## config.mk

```make
export PLATFORM = sky130hd
export DESIGN_NAME = mlf_ram
export DESIGN_NICKNAME = d
export VERILOG_FILES = /design/src/rtl/mlf_ram.sv
export SDC_FILE = /design/constraint.sdc
export NUM_CORES = 1
export LEC_CHECK = 0
export ABC_AREA = 1
export BUFFER_PORTS_ARGS = -buffer_cell sky130_fd_sc_hd__buf_4
export CAP_MARGIN = 20
export CORE_ASPECT_RATIO = 2
export CORE_MARGIN = 2
export CORE_UTILIZATION = 40
export CTS_CLUSTER_SIZE = 10
export DETAILED_ROUTE_END_ITERATION = 10
export PLACE_DENSITY = 0.55
export SYNTH_ARGS = -nofsm -noshare
export SYNTH_HDL_FRONTEND = slang
export SYNTH_SLANG_ARGS = --single-unit
```

## constraint.sdc

```tcl
create_clock -name clk -period 1.7 [get_ports clk]
set_input_delay 0.085 -clock clk [delete_from_list [all_inputs] [get_ports clk]]
set_output_delay 0.085 -clock clk [all_outputs]
set_load 0.02 [all_outputs]
```

## src/rtl/mlf_ram.sv

```systemverilog
// mlf_ram: generic single-port ram with registered read
// no dependencies
`default_nettype none

module mlf_ram #(
  parameter int WIDTH = 8,
  parameter int DEPTH = 16
) (
  input  wire logic                     clk,
  input  wire logic                     we,
  input  wire logic [$clog2(DEPTH)-1:0] addr,
  input  wire logic [WIDTH-1:0]         wdata,
  output logic      [WIDTH-1:0]         rdata
);

  logic [WIDTH-1:0] mem [DEPTH];

  // write and registered read at one address; a read during a write returns the old data
  always_ff @(posedge clk) begin
    if (we) begin
      mem[addr] <= wdata;
    end
    rdata <= mem[addr];
  end

endmodule

`default_nettype wire

```

Word-level counts from Yosys, hierarchy flattened --
Memory sizes are Yosys's and may differ from the RTL's. A register that Yosys moved wholly into a read port is not among the register bits. Cells that the tools add are included.
Word-level totals: bits in registers 0, memory bits (writable) 128, bits of input ports 14, memories kept 1
Memories:
- mem | depth 16, bits a word 8, read ports 1, clocked after Yosys merged registers in 1, wr ports 1, line 16 | logic [WIDTH-1:0] mem [DEPTH];
Cells by class: multiplexer cells 2
Operator list (count):
- $mux 1 | 2

Longest topological paths before layout --
depth after elaboration 2, mapped depth 11, depth with buffers taken out 9

Least setup slack after synthesis --
OpenSTA, ideal clock, no wires.
path kind input -> register, start input port addr[1], end memory mem[3][0] (enable), library setup time 370 ps, data arrival time 1092 ps, required time 1330 ps, slack 238 ps, cell stages on the path 4, path through buf_2 clkbuf_1 nand3_1 nor2_1
RTL lines:
- from (decl) | line 11 | input wire logic [$clog2(DEPTH)-1:0] addr,
- to (decl) | line 16
Straight into the memory's write port.

==> results.md <==
• complete, no violations — run status
• 15000 um^2 — Die ar.
• 1.32 ns — arrival time at the worst endpoint
• 3752 — number of global-route vias before repair
• 0 — number of max-slew violations in the final report
• 2.84 nW — cell leakage power
• wdata[0] — start point of the worst min-delay path
• 0 — diode insertion count for antenna repair
• 0.37 ns — CP peak stage delay
• 136 — Num Clock Sinks
• 16.9 um — Avg WL per Cell
• 48.1% — final core utilization
• 0 — number of hold violations in the final report
• 1267 — final-layout fill cell count
• 0% — fraction of synthesis flops using an asynchronous set or reset pin
• 128 — number of enable flip-flop cells after synthesis
• 0 — post-CTS repair timing setup buffer count
• 0 — number of hold-repair buffers added at the cts stage
• 0.851 — gp weighted congestion
• 87.6 um — die boundary width
• 180 — DRC marker count from the first detailed-route iteration
• 136 — Yosys reg bits
• flip-flop — Worst setup EP type
• mem[2][6] — startpoint of the worst setup timing path
• sky130_fd_sc_hd__edfxtp_1 — Top FF cell, synth
• 0 — Antenna Violating Nets Remaining
• 0 — number of cells upsized or downsized after cts
• 3.69% — met3 layer usage reported by global route
• 20.3 mm — wire length of the first global-routing pass
• 61 — FP Rows
• 0.06 ns — clock transition at the register clock pins on the worst setup and hold paths after CTS
• sky130_fd_sc_hd__edfxtp_1 (69%), sky130_fd_sc_hd__nand2_1 (23%), sky130_fd_sc_hd__dfxtp_1 (2.9%), sky130_fd_sc_hd__inv_1 (1.4%), sky130_fd_sc_hd__nor2_1 (1.2%) — Synth area leaders
• 4 — Clock H-tree levels
• 35.5% — GR met2 Demand/Resource
• input port to flip-flop — path category of the worst min-delay check
• 0.434 ns — pin slew with the least headroom to its limit
• sky130_fd_sc_hd__nand2_1 (346), sky130_fd_sc_hd__edfxtp_1 (128), sky130_fd_sc_hd__inv_1 (21) — top cells by instance count after synthesis
• 1390 um^2 — area occupied by multi-input gates
• 5590 um^2 — post-synthesis instance area
• 0.41 ns — insertion delay to the later sink of the worst-skew pair
• 0.683 ns — setup slack of the critical path after layout
• 983 MHz — achievable frequency
• 3645 — overall via count from detail_route
• 562 — post-synth net total
• 4.60 — detail-routed via count per cell
• 0 — number of max-capacitance violations reported
• 0 — antenna violations before repair
• 2.01 ns — required arrival time at the worst endpoint
• 0% — share of cell area taken by muxes after synthesis
• 0 — number of remaining DRC errors
• mem[2][6] — startpoint of the most critical register-to-register path
• false — unrepaired setup endpoints after global routing
• 605 — Net count, final
• 11 — number of distinct library cells after synthesis
• met2 — grt peak-use layer
• 0% — synthesized-area fraction occupied by xor and xnor cells
• 4000 um^2 — area taken by flip-flops and latches
• 0.840 mV — highest ir drop seen on vdd
• 17 — Inserted Clock Buffers
• flip-flop to flip-flop — category of the most critical setup path
• sky130_fd_sc_hd__nand2_1 — most frequent CP cell
• 2 — maximum number of buffers from clock root to sink
• 171 um — Die Span Y
• 0 — final setup vio count
• simple AND/OR/NAND/NOR gates — main combinational cell family by area after synthesis
• 71.6% — proportion of synthesized chip area in sequential cells
• 0.00840 ns — Setup Skew
• 7 — detailed-router iteration count before antenna repair
• 548 — cell count after synthesis
• 18.8% — Syn-to-layout area delta
• 68.7% — fraction of post-synthesis cell area in the top cell type by area
• 0 — Yosys warning total
• sky130_fd_sc_hd__nand2_1 — most frequent cell after synthesis
• 0.373 ns — worst slack at placement
• 0% — synthesized-area fraction occupied by ao, oa, aoi and oai cells
• 1.02 ns — final critical path time including I/O delays and setup
• sky130_fd_sc_hd__clkbuf_16 — clock root buffer master
• 59.8% — final worst path period share
• 24.8% — synthesized-area fraction occupied by and/or/nand/nor cells
• 0% — Post-Synth Adder-Cell Area
• 49 — maximum number of pins on one net before global-route repair
• 21.0% — global-route met1 utilization
• 0 ns — Fin Setup TNS
• 12.4% — layout cell share with drive strength beyond 1
• 10.2 um^2 — synthesized area per cell
• nand2_1, nand2_1, nand2_1, nand2_1, nand2_1, nand2_1, inv_1, nand2_1 — ordered list of cells on the worst path
• 0 — global-route congestion overflow total
• yes — TritonCTS clock tree
• sky130_fd_sc_hd__edfxtp_1 — slowest cell on the critical path
• sky130_fd_sc_hd__edfxtp_1 — largest area contributor in the netlist
• 22 — Boundary Pins
• flip-flop — startpoint class of the critical path
• 40.5% — Initial Utilization
• 71.1% — max-slew headroom at the worst pin
• 8.98 mm — dpl hpwl
• 13800 um^2 — floorplan core area
• 1180 nW/um^2 — power density relative to cell area
• 21 — quantity of I/O buffers inserted on ports
• 13.4 mm — Final Routed Wirelength
• 1 — Critical Path Fanout Max
• 19.4% — Total Routing Usage GR
state kept, by name (all words and copies together), names as in the netlist:
name / count
mem: 128
rdata: 8
worst max-delay path: cells and delay by family (launching register included):
kind	cells	cell delay [ns]
buffers and inverters	1	0.06
flip-flops	1	0.37
AND/OR/NAND/NOR	7	0.47
worst paths after layout:
| path | cells past startpoint | endpoint | slack, ns |
|---|---|---|---|
| max | 8 | rdata[6] | 0.68 |
| min | 1 | mem[5][0] | 0.04 |
| max reg2reg | 8 | rdata[6] | 0.68 |
| min reg2reg | 8 | rdata[5] | 0.72 |
report_power, final:
part           switching [mW]  internal (mW)  total (mW)
Clock                    1.38           2.17        3.55
Sequential             0.0216           3.75        3.77
Combinational           0.356          0.153       0.510
per-layer routing:
layer,vias to the layer above,part of all wire (%)
met2,79,56
li1,1835,-
met3,25,2.9
met5,-,0
met4,0,2.8
met1,1706,39
layout make-up:
cell class              count  share of cell area, %
clock inverters            13                   2.20
multi-input cells         368                   20.9
inverters                  23                   1.30
well taps                 189                   3.56
flip-flops and latches    136                   60.3
clock buffers              19                   6.52
repair buffers             45                   5.27
metrics by stage:
stage          total power [mW]  cells  instance area [um^2]  hold WS (ns)
2_1_floorplan              4.12    548                  5590         0.184
3_3_place_gp               4.36    761                  6060         0.493
3_5_place_dp               4.36    761                  6060         0.483
4_1_cts                    7.92    793                  6640        0.0389
5_1_grt                    8.09    793                  6640        0.0461
6_report                   7.83    793                  6640        0.0397
layout by cell type, fill, tap and decap left out:
cell type	n
sky130_fd_sc_hd__buf_12	1
sky130_fd_sc_hd__buf_4	44
sky130_fd_sc_hd__bufinv_16	2
sky130_fd_sc_hd__clkbuf_1	2
sky130_fd_sc_hd__clkbuf_16	17
sky130_fd_sc_hd__clkinv_1	2
sky130_fd_sc_hd__clkinv_4	3
sky130_fd_sc_hd__clkinvlp_4	4
sky130_fd_sc_hd__dfxtp_1	8
sky130_fd_sc_hd__edfxtp_1	128
sky130_fd_sc_hd__inv_1	21
sky130_fd_sc_hd__inv_2	1
sky130_fd_sc_hd__inv_6	3
sky130_fd_sc_hd__nand2_1	346
sky130_fd_sc_hd__nand3_1	4
sky130_fd_sc_hd__nor2_1	18
kinds of logic after synthesis:
family | count (synthesis)
flops | 136
simple gates | 368
buf+inv | 44
Note: power is estimated with default switching activity, not from simulation.
