### src/rtl/mlf_pkg.sv
// mlf_pkg: shared types, constants and helpers for the mac learning forwarder
// no dependencies; imported by the index unit and the top level
`default_nettype none

package mlf_pkg;

  localparam int MAC_W   = 48;
  localparam int PORT_W  = 5;
  localparam int MASK_W  = 32;
  localparam int FOLD_W  = 16;

  localparam int TABLE_DEPTH_DEF = 1024;
  localparam int PORT_COUNT_DEF  = 32;

  localparam logic [MAC_W-1:0] BCAST_MAC = {MAC_W{1'b1}};

  // one table entry: valid, full mac tag, learned port
  typedef struct packed {
    logic              valid;
    logic [MAC_W-1:0]  tag;
    logic [PORT_W-1:0] port;
  } mlf_entry_t;

  // sequencer states
  typedef enum logic [2:0] {
    ST_CLEAR,
    ST_IDLE,
    ST_SIDX,
    ST_DIDX,
    ST_LOOK,
    ST_DONE
  } mlf_state_t;

  // xor-fold of a mac into 16 bits
  function automatic logic [FOLD_W-1:0] mac_fold(input logic [MAC_W-1:0] mac);
    mac_fold = mac[15:0] ^ mac[31:16] ^ mac[47:32];
  endfunction

endpackage

`default_nettype wire

### src/rtl/mlf_idx_unit.sv
// mlf_idx_unit: shared hash unit, xor-fold of a mac reduced modulo the table depth
// depends on mlf_pkg; a power-of-two depth is a mask, otherwise a reciprocal
// multiply and a multiply-back subtract, each registered
`default_nettype none

module mlf_idx_unit
  import mlf_pkg::*;
#(
  parameter int TABLE_DEPTH = TABLE_DEPTH_DEF
) (
  input  wire logic                           clk,
  input  wire logic                           rst_n,
  input  wire logic                           start,
  input  wire logic [MAC_W-1:0]               mac,
  output logic                                done,
  output logic      [$clog2(TABLE_DEPTH)-1:0] idx
);

  localparam int  AW   = $clog2(TABLE_DEPTH);
  localparam bit  POW2 = (TABLE_DEPTH & (TABLE_DEPTH - 1)) == 0;

  logic [FOLD_W-1:0] fold;

  assign fold = mac_fold(mac);

  generate
    if (POW2) begin : g_mask
      logic          done_r;
      logic [AW-1:0] idx_r;

      // modulo by a power of two keeps the low bits
      always_ff @(posedge clk) begin
        if (!rst_n) begin
          done_r <= 1'b0;
        end else begin
          done_r <= start;
        end
        if (start) begin
          idx_r <= fold[AW-1:0];
        end
      end

      assign done = done_r;
      assign idx  = idx_r;
    end else begin : g_div
      localparam int RW = 29;
      localparam int PW = FOLD_W + RW;
      localparam int QW = PW - 32;
      localparam int MW = QW + AW + 1;
      localparam logic [RW-1:0] RECIP =
        RW'(((64'd1 << 32) + 64'(TABLE_DEPTH) - 64'd1) / 64'(TABLE_DEPTH));
      localparam logic [AW:0] DEPTH_W = (AW+1)'(TABLE_DEPTH);

      logic              v1_r, done_r;
      logic [FOLD_W-1:0] fold_r;
      logic [QW-1:0]     quot_r;
      logic [AW-1:0]     rem_r;
      logic [PW-1:0]     prod;
      logic [MW-1:0]     back;
      logic [MW-1:0]     diff;

      // quotient by reciprocal multiply, exact for a 16-bit fold when the depth is above 8
      assign prod = PW'(fold) * PW'(RECIP);

      // remainder: multiply the quotient back and subtract
      assign back = MW'(quot_r) * MW'(DEPTH_W);
      assign diff = MW'(fold_r) - back;

      always_ff @(posedge clk) begin
        if (!rst_n) begin
          v1_r   <= 1'b0;
          done_r <= 1'b0;
        end else begin
          v1_r   <= start;
          done_r <= v1_r;
        end
        if (start) begin
          fold_r <= fold;
          quot_r <= prod[PW-1:32];
        end
        if (v1_r) begin
          rem_r <= diff[AW-1:0];
        end
      end

      assign done = done_r;
      assign idx  = rem_r;
    end
  endgenerate

endmodule

`default_nettype wire

### config.mk
export PLATFORM = sky130hd
export DESIGN_NAME = mlf_idx_unit
export DESIGN_NICKNAME = d
export VERILOG_FILES = /design/src/rtl/mlf_pkg.sv /design/src/rtl/mlf_idx_unit.sv
export SDC_FILE = /design/constraint.sdc
export NUM_CORES = 1
export LEC_CHECK = 0
export BUFFER_PORTS_ARGS = -buffer_cell sky130_fd_sc_hd__buf_2
export CAP_MARGIN = 20
export CELL_PAD_IN_SITES_DETAIL_PLACEMENT = 0
export CELL_PAD_IN_SITES_GLOBAL_PLACEMENT = 1
export CORE_MARGIN = 2
export CORE_UTILIZATION = 24
export CTS_CLUSTER_DIAMETER = 150
export DETAILED_ROUTE_END_ITERATION = 8
export GPL_TIMING_DRIVEN = 1
export PLACE_DENSITY_LB_ADDON = 0.3
export SETUP_SLACK_MARGIN = 0.1
export SLEW_MARGIN = 0
export SYNTH_ARGS = -nofsm -noshare
export SYNTH_HDL_FRONTEND = slang
export SYNTH_SLANG_ARGS = --single-unit
### constraint.sdc
create_clock -name clk -period 0.8 [get_ports clk]
set_input_delay 0.08 -clock clk [delete_from_list [all_inputs] [get_ports clk]]
set_output_delay 0.08 -clock clk [all_outputs]
set_load 0.02 [all_outputs]
=== Yosys cells after proc, flatten, opt, wreduce, memory -nomap -nowiden ===
Index checks and enable logic that the tools add are counted.

* Register bits: 11
* Bits of input ports: 51
* Output and inout bits: 11
* Word-level logic and storage cells: 4

* Bitwise logic cells: 2

{| class="wikitable"
|+ Operator list
! cell !! number
|-
| bitwise XOR 10 bit || 2
|}

=== Logic depth before layout (Yosys ltp) ===
Gate-level depths: netlist of the first run.

* Depth in word-level cells: 2
* Gate-level depth with buffers: 1
* Depth with buffers taken out: 1

=== Worst setup path after synthesis of the first run ===
Ideal clock, no wire load.

* Kind: input to register
* Start: input mac[16]
* End: register g_mask.idx_r[0], in the netlist idx[0], data pin
* Library setup time: 0.269 ns
* Arrival time: 0.436 ns
* Data required time: 0.531 ns
* Setup slack: 0.095 ns
* Stages on the path: 1
* Path buffers: 0
* Path through: xor3_1

* Longest elaborated chain between the ends: 2

{| class="wikitable"
|+ RTL lines
! element !! line !! RTL
|-
| start, declared || mlf_idx_unit.sv:14 || <nowiki>input wire logic [MAC_W-1:0] mac,</nowiki>
|-
| bitwise XOR 10 bit (2 in a row) || mlf_pkg.sv:36 || <nowiki>mac_fold = mac[15:0] ^ mac[31:16] ^ mac[47:32];</nowiki>
|-
| end signal, assigned || mlf_idx_unit.sv:39 || <nowiki>idx_r <= fold[AW-1:0];</nowiki>
|-
| end, declared || mlf_idx_unit.sv:29 || <nowiki>logic [AW-1:0] idx_r;</nowiki>
|}

No other way between the ends.
A chain may end at the register's enable or synchronous reset.

=== Worst setup path after layout of the first run ===
* Start: register g_mask.idx_r[1], in the netlist idx[1]
* End: output idx[1]

{| class="wikitable"
|+ RTL lines
! element !! line !! RTL
|-
| end, declared || mlf_idx_unit.sv:16 || <nowiki>output logic [$clog2(TABLE_DEPTH)-1:0] idx</nowiki>
|}

No word-level cell between the ends.

==> impl_metrics.py, run 1 <==
metrics = {
    "yosys": {
        "avgSynthCellArea_um2": 25.6,
        "synth_area_um2": 564,
        "synth_warnings": 0,
        "netlist_instances": 22,
        "syn-num-nets": 73,
        "ys_ff_latch": 11,
        "synth_cell_types": 4,
        "ys_seq_area_share_pct": 56.8,
    },
    "route": {
        "vias": 379,
        "firstDrtPassIters": 2,
        "route.detailed.drc": 0,
        "ant_nets": 0,
        "drt_iter0_drc": 1,
        "drt-total-wl_mm": 1.03,
        "routed_via_density": 3.91,
        "route.detailed.wl_per_inst_um": 10.6,
    },
    "sta": {
        "min_period_ns": 0.882,
        "finalCritPeriodShare_pct": 110,
        "final-max-slew-violation-count": 0,
        "hold_slack_ns": 0.0203,
        "setup_ws_ns": -0.0817,
        "worst_slew_pin_slew_ns": 0.253,
        "fmax_mhz": 1130,
        "setup_viol": 10,
        "finalHoldViolCount": 0,
        "rsz0062_at_grt": "true",
        "timing.slew.headroom_pct": 83.1,
        "final.setup.tns_ns": -0.625,
    },
    "global_routing": {
        "overflow": 0,
        "grt_pass1_vias": 376,
        "grt_pass1_wl_mm": 1.51,
        "antenna_found_initial": 0,
        "grt_usage_pct": 7.98,
        "grt_max_degree": 12,
    },
    "worst_setup_path": {
        "crit_family": "flip-flops",
        "critical-path-slowest-cell": "edfxtp_1",
        "slowest_delay_ns": 0.39,
        "crit_buf_inv": 1,
        "worstSetupPathType": "flop to output pin",
        "crit_fanout": 1,
        "critical_path_arrival_ns": 0.80,
        "start_kind": "flop",
        "worstSetupEndpointType": "output pin",
        "cp.depth": 1,
        "critPathRequiredTime_ns": 0.72,
        "path_cells": "buf_6",
    },
    "cells_and_area": {
        "final_cell_mix": "buf_2 (34), xor3_1 (10), edfxtp_1 (10)",
        "final_common_cell": "buf_2",
        "area_delta_synth_final_pct": 59.2,
        "fin_nets": 121,
        "drive_gt1_share_pct": 68.1,
        "diodes": 0,
    },
    "die": {
        "rows": 17,
        "design.core.area_um2": 2210,
        "dieHeight_um": 52.5,
        "initial_utilization_pct": 25.5,
        "top_level_ports": 62,
        "die_x_um": 52.5,
        "die_area_um2": 2760,
    },
    "clocking": {
        "cts_tree": "yes",
        "clock_path_buffers": 2,
        "htreeDepth": 1,
        "cts_root_buf": "clkbuf_4",
        "cts_inserted_buffers": 3,
        "path_clk_slew_ns": 0.07,
        "cts_sinks": 11,
    },
    "placed_design": {
        "io_buffers": 43,
        "place.gp.congestion": 0.623,
        "place_hpwl_um": 837,
    },
    "worst_hold_path": {
        "hp-class": "primary input to flop",
        "hold_depth": 2,
        "worst_hold_startpoint": "rst_n",
        "holdPathEnd": "done",
    },
    "power": {
        "power.density_nw_per_um2": 1750,
        "irDropWorstVdd_v": 0.000852,
        "leakage_nw": 0.465,
    },
    "run_status": {
        "status": "finished, violations left",
        "violations": "negative setup slack",
    },
    "job": {
        "cap_viol_max_count": 0,
    },
}
-- per-stage QoR --
step	setup WS (ns)	instance area, µm²	util, %	total power [mW]	std cells
global route	-0.126	898	40.6	1.66	97
global placement	-0.00567	815	36.8	1.14	93
CTS	-0.102	848	38.3	1.53	97
detailed placement	-0.0317	815	36.8	1.15	93
floorplan	0.0951	564	-	0.981	22
finish	-0.0817	898	40.6	1.57	97
-- cell families (layout without fill, tap and decap cells) --
logic type                Yosys count  count (layout)  share of synthesized area, %
DFF                                11              11                          56.8
xor gates and xnor gates           10              10                          42.1
and+or+nand+nor                     1               1                          1.11
buffers and inverters               0              47                             0
-- sequential cells by signal, indices dropped and copies added, names as in the netlist --
register / flops
idx: 10
done: 1
-- cells in the mapped netlist --
cell / number / area (µm²)
and2_1: 1 / 6.26
dfxtp_1: 1 / 20.0
edfxtp_1: 10 / 300
xor3_1: 10 / 238
-- cell type report --
cell class / instances / area (µm²)
multi-input cells: 11 / 244
well taps: 28 / 35.0
repair buffers: 43 / 272
clock buffers: 4 / 26.3
flip-flops and latches: 11 / 322
fillers: 219 / 1310
-- power by group --
group | internal (mW) | leakage (nW) | switching, mW
Sequential | 0.720 | 0.106 | 0.0275
Clock | 0.192 | 0.0150 | 0.175
Combinational | 0.287 | 0.343 | 0.170
Total | 1.20 | 0.465 | 0.373
-- layer usage --
layer  share of wire (%)  routed length (µm)  vias up  GRT usage [%]
li1                    -                   -      180              -
met1                  33                 340      172           6.39
met2                  55                 571       27           16.3
met3                  12                 119        0           4.57
met4                   0                   0        0           1.28
met5                   0                   0        -              0
-- worst max path at each step --
stage,startpoint,end,slack [ns]
2_1_floorplan,mac[16],idx[0],0.1
3_3_place_gp,mac[20],idx[4],-0.006
3_5_place_dp,mac[23],idx[7],-0.03
4_1_cts,idx[1],idx[1],-0.10
5_1_grt,idx[4],idx[4],-0.13
6_report,idx[1],idx[1],-0.08
-- what timing repair did --
action	CTS	global route
resized for setup	3	16
endpoints found under the setup margin	11	11
setup buffers	0	0
hold buffers	0	0
(Power assumes the default switching activity.)
==> run 2, diff against run 1 <==
--- a/config.mk
+++ b/config.mk
@@ -5,12 +5,14 @@
 export SDC_FILE = /design/constraint.sdc
 export NUM_CORES = 1
 export LEC_CHECK = 0
+export ABC_AREA = 1
 export BUFFER_PORTS_ARGS = -buffer_cell sky130_fd_sc_hd__buf_2
 export CAP_MARGIN = 20
 export CELL_PAD_IN_SITES_DETAIL_PLACEMENT = 0
 export CELL_PAD_IN_SITES_GLOBAL_PLACEMENT = 1
 export CORE_MARGIN = 2
-export CORE_UTILIZATION = 24
+export CORE_UTILIZATION = 23
+export CTS_BUF_LIST = sky130_fd_sc_hd__clkbuf_8
 export CTS_CLUSTER_DIAMETER = 150
 export DETAILED_ROUTE_END_ITERATION = 8
 export GPL_TIMING_DRIVEN = 1
==> run 2 against run 1 <==
Net effect: the run still ends with negative setup slack left; synthesized cell count rose to 4.7 times the previous value; utilization fell by 3.9 points; via count rose by 92%; highest routed layer is now met4.
==> impl_metrics.py, run 2 <==
metrics = {
    "cells_and_area": {
        "final_cell_mix": "nand2_1 (51), buf_2 (36), inv_1 (32)",
        "fin_area_um2": 1020,
        "drive_gt1_share_pct": 31.3,
        "fin_nets": 202,
        "diodes": 0,
        "largest_reg_flops": 10,
        "area_delta_synth_final_pct": 50.7,
        "final_common_cell": "nand2_1",
    },
    "yosys": {
        "netlist_instances": 103,
        "synth.area.mux_share_pct": 0,
        "synth_area_um2": 678,
        "ys_seq_area_share_pct": 47.2,
        "synth_common_cells": "nand2_1 (51), inv_1 (31), edfxtp_1 (10), nand3_1 (10), dfxtp_1 (1)",
        "synth_edf_count": 10,
        "ys_ff_latch": 11,
        "synth_warnings": 0,
        "synth_xor_xnor_area_share_pct": 0,
        "synthFlopType": "edfxtp_1",
        "async_flop_share_pct": 0,
        "synth_compound_area_share_pct": 0,
        "yosys-top-cells-area": "edfxtp_1 (44%), nand2_1 (28%), inv_1 (17%), nand3_1 (7.4%), dfxtp_1 (3.0%)",
        "synth_top_area_cell": "edfxtp_1",
        "syn-num-nets": 154,
        "yosys.area_share.simple_pct": 35.6,
        "avgSynthCellArea_um2": 6.58,
        "yosysMostFrequentCell": "nand2_1",
        "synth_cell_types": 5,
        "post_synth_fa_ha_maj_area_fraction_pct": 0,
        "synth_top_area_share_pct": 44.3,
        "synth_top_family_by_area": "simple AND/OR/NAND/NOR gates",
    },
    "clocking": {
        "htreeDepth": 1,
        "cts_root_buf": "clkbuf_8",
        "path_clk_slew_ns": 0.05,
        "cts_inserted_buffers": 3,
        "cts_tree": "yes",
        "clock_path_buffers": 2,
        "ctsHoldBuffers": 0,
        "cts_sinks": 11,
    },
    "global_routing": {
        "grt_pass1_vias": 647,
        "overflow": 0,
        "grt_max_degree": 12,
        "gr-usage-met3_pct": 2.64,
        "grt_usage_pct": 9.40,
        "grt_pass1_wl_mm": 2.39,
        "busiest_layer": "met2",
        "grt_util_met1_pct": 9.47,
        "antenna_found_initial": 0,
        "grt_util_met2_pct": 16.4,
    },
    "route": {
        "drt_iter0_drc": 16,
        "drt-total-wl_mm": 1.38,
        "ant_nets": 0,
        "firstDrtPassIters": 4,
        "route.detailed.drc": 0,
        "route.detailed.wl_per_inst_um": 7.65,
        "routed_via_density": 4.01,
        "vias": 726,
    },
    "worst_setup_path": {
        "critPathRequiredTime_ns": 0.72,
        "path_cells": "buf_6",
        "slowest_delay_ns": 0.38,
        "crit_family": "flip-flops",
        "critical-path-slowest-cell": "edfxtp_1",
        "worstSetupEndpointType": "output pin",
        "critical_path_arrival_ns": 0.76,
        "worstSetupPathType": "flop to output pin",
        "start_kind": "flop",
        "crit_fanout": 1,
        "crit_buf_inv": 1,
    },
    "power": {
        "clkPwrFrac_pct": 32.5,
        "leakage_nw": 0.661,
        "power.density_nw_per_um2": 1610,
        "switching_share_pct": 26.1,
        "switchingPower_mw": 0.431,
        "p_seq_share_pct": 43.4,
        "p_int_mw": 1.22,
        "irDropWorstVdd_v": 0.000621,
        "power_mw": 1.65,
        "combPwrFrac_pct": 24.1,
    },
    "run_status": {
        "violations": "negative setup slack",
        "status": "finished, violations left",
    },
    "placed_design": {
        "place_hpwl_mm": 1.18,
        "place_area_um2": 932,
        "place.gp.congestion": 0.572,
        "io_buffers": 43,
    },
    "sta": {
        "fmax_mhz": 1200,
        "min_period_ns": 0.836,
        "setup_ws_ns": -0.0360,
        "finalHoldViolCount": 0,
        "finalCritPeriodShare_pct": 105,
        "worst_slew_pin_slew_ns": 0.263,
        "setup_viol": 10,
        "timing.slew.headroom_pct": 82.5,
        "hold_slack_ns": 0.0400,
        "final-max-slew-violation-count": 0,
        "rsz0062_at_grt": "true",
    },
    "die": {
        "rows": 19,
        "die_x_um": 58.3,
        "top_level_ports": 62,
        "initial_utilization_pct": 24.4,
        "die_area_um2": 3400,
        "dieHeight_um": 58.3,
        "design.core.area_um2": 2780,
    },
    "worst_hold_path": {
        "worst_hold_startpoint": "rst_n",
        "hold_depth": 3,
        "hp-class": "primary input to flop",
        "holdPathEnd": "done",
    },
    "job": {
        "cap_viol_max_count": 0,
    },
}
run 2: layout make-up:
cell class / instances / area, µm²
Fill cell: 311 / 1760
Sequential cell: 11 / 322
Timing Repair Buffer: 43 / 259
Multi-Input combinational cell: 61 / 241
Inverter: 31 / 116
Clock buffer: 3 / 41.3
Tap cell: 31 / 38.8
Clock inverter: 1 / 3.75
run 2: power by group through the flow:
stage,logic (mW),registers [mW],clock network (mW)
floorplan,0.120,0.795,0
detailed placement,0.365,0.718,0
global route,0.448,0.719,0.597
CTS,0.375,0.709,0.568
global placement,0.352,0.716,0
finish,0.397,0.716,0.536
run 2: metal layers:
| metal | share of wire (%) | vias up |
|---|---|---|
| li1 | - | 392 |
| met1 | 37 | 311 |
| met2 | 54 | 21 |
| met3 | 6.9 | 2 |
| met4 | 2.0 | 0 |
| met5 | 0 | - |
run 2: cells by family after synthesis:
logic type / count (synthesis)
buf+inv: 31
flops: 11
simple gates: 61
run 2: timing repair:
action | 4_1_cts | 5_1_grt
setup endpoints to repair | 11 | 11
gates resized for setup | 5 | 10
endpoints found under the hold margin | 0 | 0
setup buffers | 0 | 0
run 2: worst min-delay path, stage by stage:
cell     delay [ns]
buf_2          0.08
nand2_1        0.04
inv_1          0.04
run 2: through the flow:
| stage | instances | TNS [ns] | util, % | setup slack, ns |
|---|---|---|---|---|
| 3_5_place_dp | 177 | 0 | 33.5 | 0.121 |
| 5_1_grt | 181 | -0.577 | 36.8 | -0.0662 |
| 2_1_floorplan | 103 | 0 | - | 0.265 |
| 4_1_cts | 181 | -0.395 | 35.6 | -0.0528 |
| 3_3_place_gp | 177 | 0 | 33.5 | 0.131 |
| 6_report | 181 | -0.279 | 36.8 | -0.0360 |
run 2: worst max-delay path by stage:
stage                     startpoint  endpoint  slack [ns]  depth (start not counted)
after floorplan               mac[0]    idx[0]        0.26                          5
after global placement         start    idx[7]        0.13                          1
after detailed placement      mac[1]    idx[1]        0.12                          5
after CTS                     idx[0]    idx[0]       -0.05                          1
after global routing          idx[0]    idx[0]       -0.07                          1
final                         idx[8]    idx[8]       -0.04                          1
